## src/sv/jdd_pkg.sv

```systemverilog
// jdd_pkg: shared constants and types for the joystick datagram deframer
// no dependencies; imported by joystick_datagram_deframer_top

package jdd_pkg;

   localparam int FRAME_BYTES = 16;
   localparam int SKIP_BYTES  = 3;
   localparam int POS_W       = $clog2(FRAME_BYTES + 2);
   localparam int IDX_W       = $clog2(FRAME_BYTES);
   localparam int RX_W        = 8;
   localparam int AXIS_W      = 32;
   localparam int BTN_W       = 16;
   localparam int CNT_W       = 16;
   localparam int RSP_DATA_W  = 3 * AXIS_W + BTN_W + CNT_W;

   localparam logic [RX_W-1:0] SYNC_RESET = 8'h2A;

   typedef enum logic [1:0] {
      PH_HUNT    = 2'd0,
      PH_CONFIRM = 2'd1,
      PH_SKIP    = 2'd2,
      PH_COLLECT = 2'd3
   } phase_type;

   typedef logic [RX_W-1:0]       rx_byte_type;
   typedef logic [POS_W-1:0]      pos_type;
   typedef logic [CNT_W-1:0]      cnt_type;
   typedef logic [RSP_DATA_W-1:0] rsp_data_type;

endpackage

```

## src/sv/joystick_datagram_deframer_top.sv

```systemverilog
// joystick_datagram_deframer_top: byte stream in, decoded joystick frames out
// depends on jdd_pkg
//
// channel  dir  signals                          per word
// req      in   req_tvalid/tready/tdata[7:0]     one received byte
// rsp      out  rsp_tvalid/tready/tdata/tuser    one decoded frame or frame error
// csr      in   csr_we/csr_wdata[7:0]            sync character write
//
// one byte per cycle while req_tready is high; a byte is decoded in the cycle it
// is accepted and any result appears in the output register on the next cycle
// a frame result follows the last byte of each collected frame
// reset clears phase, position, error count and output valid; sync char = '*'
// req_tready drops only while the output register is full and not taken

module joystick_datagram_deframer_top (
   input  logic                        clock,
   input  logic                        reset,
   input  logic                        req_tvalid,
   output logic                        req_tready,
   input  jdd_pkg::rx_byte_type        req_tdata,   // [7:0] rx_byte
   output logic                        rsp_tvalid,
   input  logic                        rsp_tready,
   output jdd_pkg::rsp_data_type       rsp_tdata,   // axis_x_bits, axis_y_bits,
                                                    // axis_z_bits, button_bits,
                                                    // bad_frame_total
   output logic                        rsp_tuser,   // [0] frame_bad
   input  logic                        csr_we,
   input  jdd_pkg::rx_byte_type        csr_wdata    // [7:0] sync_char
);
   import jdd_pkg::*;

   phase_type    phase_ff, phase_in;
   pos_type      pos_ff, pos_in, pos_inc;
   cnt_type      bad_ff, bad_in;
   rx_byte_type  sync_ff;
   rx_byte_type  store_ff [FRAME_BYTES];
   logic         rsp_valid_ff;
   rsp_data_type rsp_data_ff, rsp_data_in;
   logic         rsp_bad_ff, rsp_bad_in;
   logic         emit;
   logic         accept;
   logic         store_we;

   assign req_tready = !rsp_valid_ff || rsp_tready;
   assign accept     = req_tvalid && req_tready;
   assign rsp_tvalid = rsp_valid_ff;
   assign rsp_tdata  = rsp_data_ff;
   assign rsp_tuser  = rsp_bad_ff;
   assign pos_inc    = pos_ff + 1'b1;
   assign store_we   = accept && (phase_ff == PH_COLLECT);

   always_ff @(posedge clock) begin
      if (reset) begin
         phase_ff <= PH_HUNT;
         pos_ff   <= '0;
         bad_ff   <= '0;
         sync_ff  <= SYNC_RESET;
      end else begin
         if (accept) begin
            phase_ff <= phase_in;
            pos_ff   <= pos_in;
            bad_ff   <= bad_in;
         end
         if (csr_we) begin
            sync_ff <= csr_wdata;
         end
      end
   end

   always_ff @(posedge clock) begin
      if (store_we) begin
         store_ff[pos_ff[IDX_W-1:0]] <= req_tdata;
      end
   end

   always_ff @(posedge clock) begin
      if (reset) begin
         rsp_valid_ff <= 1'b0;
      end else if (accept && emit) begin
         rsp_valid_ff <= 1'b1;
      end else if (rsp_tready) begin
         rsp_valid_ff <= 1'b0;
      end
   end

   always_ff @(posedge clock) begin
      if (accept && emit) begin
         rsp_data_ff <= rsp_data_in;
         rsp_bad_ff  <= rsp_bad_in;
      end
   end

   always_comb begin
      phase_in    = phase_ff;
      pos_in      = pos_ff;
      bad_in      = bad_ff;
      emit        = 1'b0;
      rsp_data_in = '0;
      rsp_bad_in  = 1'b0;
      unique case (phase_ff)
         PH_HUNT: begin
            if (req_tdata == sync_ff) begin
               phase_in = PH_CONFIRM;
               pos_in   = '0;
            end
         end
         PH_CONFIRM: begin
            if (pos_ff <= POS_W'(FRAME_BYTES)) begin
               pos_in = pos_inc;
            end
            if (pos_in == POS_W'(FRAME_BYTES) && req_tdata == sync_ff) begin
               phase_in = PH_SKIP;
               pos_in   = '0;
            end else if (pos_in > POS_W'(FRAME_BYTES)) begin
               phase_in = PH_HUNT;
            end
         end
         PH_SKIP: begin
            pos_in = pos_inc;
            if (pos_inc >= POS_W'(SKIP_BYTES)) begin
               phase_in = PH_COLLECT;
               pos_in   = '0;
            end
         end
         PH_COLLECT: begin
            pos_in = pos_inc;
            if (pos_inc == POS_W'(FRAME_BYTES)) begin
               emit   = 1'b1;
               pos_in = '0;
               if (store_ff[FRAME_BYTES-4] == sync_ff) begin
                  rsp_data_in = {bad_ff,
                                 store_ff[FRAME_BYTES-2], req_tdata,
                                 store_ff[11], store_ff[10], store_ff[9], store_ff[8],
                                 store_ff[7], store_ff[6], store_ff[5], store_ff[4],
                                 store_ff[3], store_ff[2], store_ff[1], store_ff[0]};
               end else begin
                  if (bad_ff != '1) begin
                     bad_in = bad_ff + 1'b1;
                  end
                  phase_in    = PH_HUNT;
                  rsp_bad_in  = 1'b1;
                  rsp_data_in = {bad_in, {(RSP_DATA_W-CNT_W){1'b0}}};
               end
            end
         end
         default: begin
            phase_in = PH_HUNT;
         end
      endcase
   end

`ifndef SYNTHESIS
   a_bad_clears_payload: assert property (@(posedge clock) disable iff (reset)
      rsp_tvalid && rsp_tuser |-> rsp_tdata[RSP_DATA_W-CNT_W-1:0] == '0)
      else $error("bad frame result carries payload");

   a_count_monotone: assert property (@(posedge clock) disable iff (reset)
      1'b1 |=> bad_ff >= $past(bad_ff))
      else $error("bad frame count went down");

   a_collect_range: assert property (@(posedge clock) disable iff (reset)
      phase_ff == PH_COLLECT |-> pos_ff < POS_W'(FRAME_BYTES))
      else $error("collect position out of range");

   a_skip_range: assert property (@(posedge clock) disable iff (reset)
      phase_ff == PH_SKIP |-> pos_ff < POS_W'(SKIP_BYTES))
      else $error("skip position out of range");

   a_result_from_collect: assert property (@(posedge clock) disable iff (reset)
      $rose(rsp_valid_ff) |-> $past(phase_ff) == PH_COLLECT)
      else $error("result raised outside collect");
`endif

endmodule

```

## config.mk

```make
export PLATFORM = sky130hd
export DESIGN_NAME = joystick_datagram_deframer_top
export DESIGN_NICKNAME = d
export VERILOG_FILES = /design/src/sv/jdd_pkg.sv /design/src/sv/joystick_datagram_deframer_top.sv
export SDC_FILE = /design/constraint.sdc
export NUM_CORES = 1
export LEC_CHECK = 0
export BUFFER_PORTS_ARGS = -buffer_cell sky130_fd_sc_hd__buf_2
export CAP_MARGIN = 40
export CORE_MARGIN = 2
export CORE_UTILIZATION = 31
export CTS_BUF_LIST = sky130_fd_sc_hd__clkbuf_4 sky130_fd_sc_hd__clkbuf_8
export CTS_CLUSTER_SIZE = 25
export DETAILED_ROUTE_END_ITERATION = 8
export MAX_ROUTING_LAYER = met4
export SLEW_MARGIN = 20
export SYNTH_ARGS = -nofsm -noshare
export SYNTH_HDL_FRONTEND = slang
export SYNTH_SLANG_ARGS = --single-unit
export TNS_END_PERCENT = 50
```

## constraint.sdc

```tcl
create_clock -name clock -period 3.5 [get_ports clock]
set_input_delay 0.175 -clock clock [delete_from_list [all_inputs] [get_ports clock]]
set_output_delay 0.175 -clock clock [all_outputs]
set_load 0.005 [all_outputs]
```

==> metrics.md <==
| Metric | Value |
|---|---|
| Total of max-cap violations | `0` |
| Final instance area | `around 13,000 µm²` |
| Full die area | `35,280 µm²` |
| CP arrival | `3.11 ns` |
| Routed WL per cell | `between 15 and 20 µm` |
| Layout cell share with drive strength beyond 1 | `26.30%` |
| Setup bufs post-CTS | `0` |
| Total Wirelength | `22.71 mm` |
| Total power | `6.254 mW` |
| Crit path capture type | `flip-flop` |
| Combinational power share | `1.8%` |
| Distinct cell type count after synthesis | `56` |
| DRC | `0` |
| Hold buffer count at cts | `17` |
| Sw Pwr | `1.340 mW` |
| Worst vdd ir | `0.2590 mV` |
| CTS buffer count | `46` |
| Most frequent cells in the layout | `edfxtp_1 (241), buf_2 (151), and2_1 (115)` |
| Post-layout min period | `2.662 ns` |
| Core Area | `33,360 µm²` |
| CTS clk-pin slew, worst paths | `0.06 ns` |
| Die outline width | `187.8 µm` |
| Clock root buffer | `clkbuf_8` |
| CP required | `3.94 ns` |
| Sequential area share after synthesis | `75.19%` |
| Syn_nets | `733` |
| Mapped Cells | `707` |
| GP Congestion | `0.8436` |
| Synth warn | `0` |
| Setup crit start kind | `flip-flop` |
| Final setup TNS | `0 ns` |
| Reg2reg start | `pos_ff[0]$_SDFFE_PP0P_` |
| Post-Syn Area per Cell | `14.82 µm²` |
| Dpl hpwl | `13.93 mm` |
| GRT Resource Usage Total | `13.21%` |
| Worst hold slack | `about 0.057 ns` |
| Iteration-0 DRC Markers | `469` |
| Mapped Area | `10,480 µm²` |
| Hold Vio Cnt, Final | `0` |
| Achievable Freq | `375.6 MHz` |
| Asr flop ratio synth | `0%` |
| Placed inst area | `11,790 µm²` |
| Largest net degree at the start of global routing | `~110` |
| Outcome | `finished, final reports clean` |
| Clk_lat worst skew | `0.57 ns` |
| Reg2Reg Depth | `7` |
| Vias | `6,088` |
| Crit path from | `pos_ff[0]$_SDFFE_PP0P_` |
| Initial antenna violation count | `2` |
| PwrDens | `487.7 nW/µm²` |
| First-pass GRT wire length | `34.55 mm` |
| Die H | `187.8 µm` |
| Nets | `between 900 and 1,000` |
| Period utilization | `between 70% and 80%` |
| Vias in the first global route | `5,962` |
| Clk network pwr share | `between 40% and 50%` |
| Fin. max-slew vios | `0` |
| Endpoints failing setup | `0` |
| Seq pwr share | `56.4%` |
| Crit path max fanout | `25` |
| H-tree depth | `2` |
| Worst Tran Pin Value | `approximately 0.8 ns` |
| Worst R2R Setup Slack | `0.84 ns` |
| Most common cell after layout, fill and taps aside | `edfxtp_1` |
| IO Port Bufs | `151` |
| Clock Path Buffers | `3` |
| Reg2reg end | `bad_ff[10]$_SDFFE_PP0P_` |
| Max Clock Skew | `0.02913 ns` |
| Seq cells post-synth | `273` |
| Detail Route Antenna Nets | `0` |
| Switching share of power | `21.42%` |
| Total gr overflow | `0` |
| Synth-to-Final Area Change | `22.39%` |
| HP Class | `input pin to flip-flop` |
| CTS resizes | `0` |
| Critical Path Sink | `bad_ff[10]$_SDFFE_PP0P_` |
| RSZ-0062 raised after global routing | `false` |
| Vias/cell | `4.383` |
| Max-slew headroom | `47.17%` |
| Leakage power | `approximately 4.5 nW` |
| CTS tree | `yes` |
| Crit Path Class | `flip-flop to flip-flop` |
| FP Rows | `67` |
| # IOs | `152` |
| Internal | `4.914 mW` |
| Sink Count | `273` |
| Starting density of the core | `31.40%` |
| Fin util | `38.43%` |
| Number of synthesized flops with an enable pin | `241` |
| Drt pass-1 iters | `5` |
| Main flop type after synthesis | `edfxtp_1` |
[power by group through the flow]
| stage | Sequential, mW | Combinational [mW] | Clock [mW] |
|---|---|---|---|
| 4_1_cts | 3.53 | 0.118 | 2.71 |
| 2_1_floorplan | 3.59 | 0.0325 | 0 |
| 5_1_grt | 3.53 | 0.124 | 2.84 |
| 6_report | 3.53 | 0.113 | 2.61 |
| 3_3_place_gp | 3.59 | 0.0993 | 0 |
| 3_5_place_dp | 3.59 | 0.0990 | 0 |
[layer usage]
| layer | routed length, µm | global-route usage, % |
|---|---|---|
| met3 | 1341 | 2.714 |
| met2 | 10980 | 21.21 |
| met4 | 765 | 5.845 |
| met5 | 0 | - |
| met1 | 9620 | 16.15 |
[sequential cells by signal, indices dropped and copies added (netlist names), named ones only]
name and count:
pos_ff 5, rsp_tvalid 1, bad_ff 16, rsp_tuser 1, rsp_tdata 128, phase_ff 1
sync_ff 8, store_ff 112
[synth_stat cells, types with 2 or more instances]
cell type	instances	area share [%]
o21ai_0	12	0.57
a22oi_1	2	0.14
or3_1	7	0.42
edfxtp_1	241	69
nand3_1	14	0.67
nand4_1	8	0.48
dfxtp_1	32	6.1
nor4_2	2	0.24
nor2_1	47	1.7
a221oi_1	2	0.17
buf_2	5	0.24
nor3_1	12	0.57
nand2b_1	5	0.30
a31oi_1	9	0.54
o31ai_1	2	0.14
a21o_1	2	0.14
a21oi_1	21	1.0
and3_1	7	0.42
mux2i_1	9	0.86
buf_4	3	0.21
nor4_1	8	0.48
inv_1	8	0.29
ha_1	5	0.60
clkbuf_1	26	0.93
xor2_1	28	2.3
nor2b_1	4	0.24
and2_1	115	6.9
nand2_1	36	1.3
nor3b_1	2	0.14
a211oi_1	2	0.14
xnor2_1	4	0.33
nand4b_1	3	0.25
[stage by stage]
stage                     instances  setup WS (ns)
final                          1389         0.8376
after global routing           1389         0.6125
after CTS                      1386         0.8415
after detailed placement       1286         0.8135
after global placement         1285         0.9086
after floorplan                 707         0.4529
[critical path: stages, from the launching register on]
cell and delay (ns):
dfxtp_1 0.58, ha_1 0.38, nand2_1 0.20, nor4_4 0.42, buf_4 0.38, nor4b_1 0.35, xnor2_1 0.16, nor2_1 0.05
[cell type report]
| type | instances | area (µm²) |
|---|---|---|
| clock inverters | 27 | 137.6 |
| multi-input cells | 389 | 2421 |
| fillers | 3199 | 20540 |
| repair buffers | 185 | 1079 |
| well taps | 448 | 560.5 |
| diodes | 2 | 5.005 |
| clock buffers | 56 | 708.2 |
| inverters | 9 | 33.78 |
| flip-flops and latches | 273 | 7878 |
[logic make-up after synthesis]
kind of cell / count (synthesis) / synth area share (%)
xor gates and xnor gates: 32 / 2.675
DFF: 273 / 75.19
muxes: 11 / 1.099
adders and majority gates: 5 / 0.5972
buffers and inverters: 45 / 1.851
AOI/OAI and AO/OA: 64 / 3.846
and+or+nand+nor: 277 / 14.74
[how the worst min path moves through the flow]
stage / start / end / slack (ns) / cells past startpoint
after floorplan: req_tdata[0] / store_ff[0][0]$_DFFE_PP_ / 0.27 / 0
after global placement: csr_wdata[3] / sync_ff[3]$_SDFFE_PP1P_ / 0.39 / 3
after detailed placement: csr_wdata[5] / sync_ff[5]$_SDFFE_PP1P_ / 0.40 / 3
after CTS: req_tdata[2] / store_ff[10][2]$_DFFE_PP_ / 0.01 / 1
after global routing: req_tdata[2] / store_ff[10][2]$_DFFE_PP_ / 0.03 / 1
final: req_tdata[2] / store_ff[12][2]$_DFFE_PP_ / 0.06 / 1
Note: power is estimated with default switching activity, not from simulation.
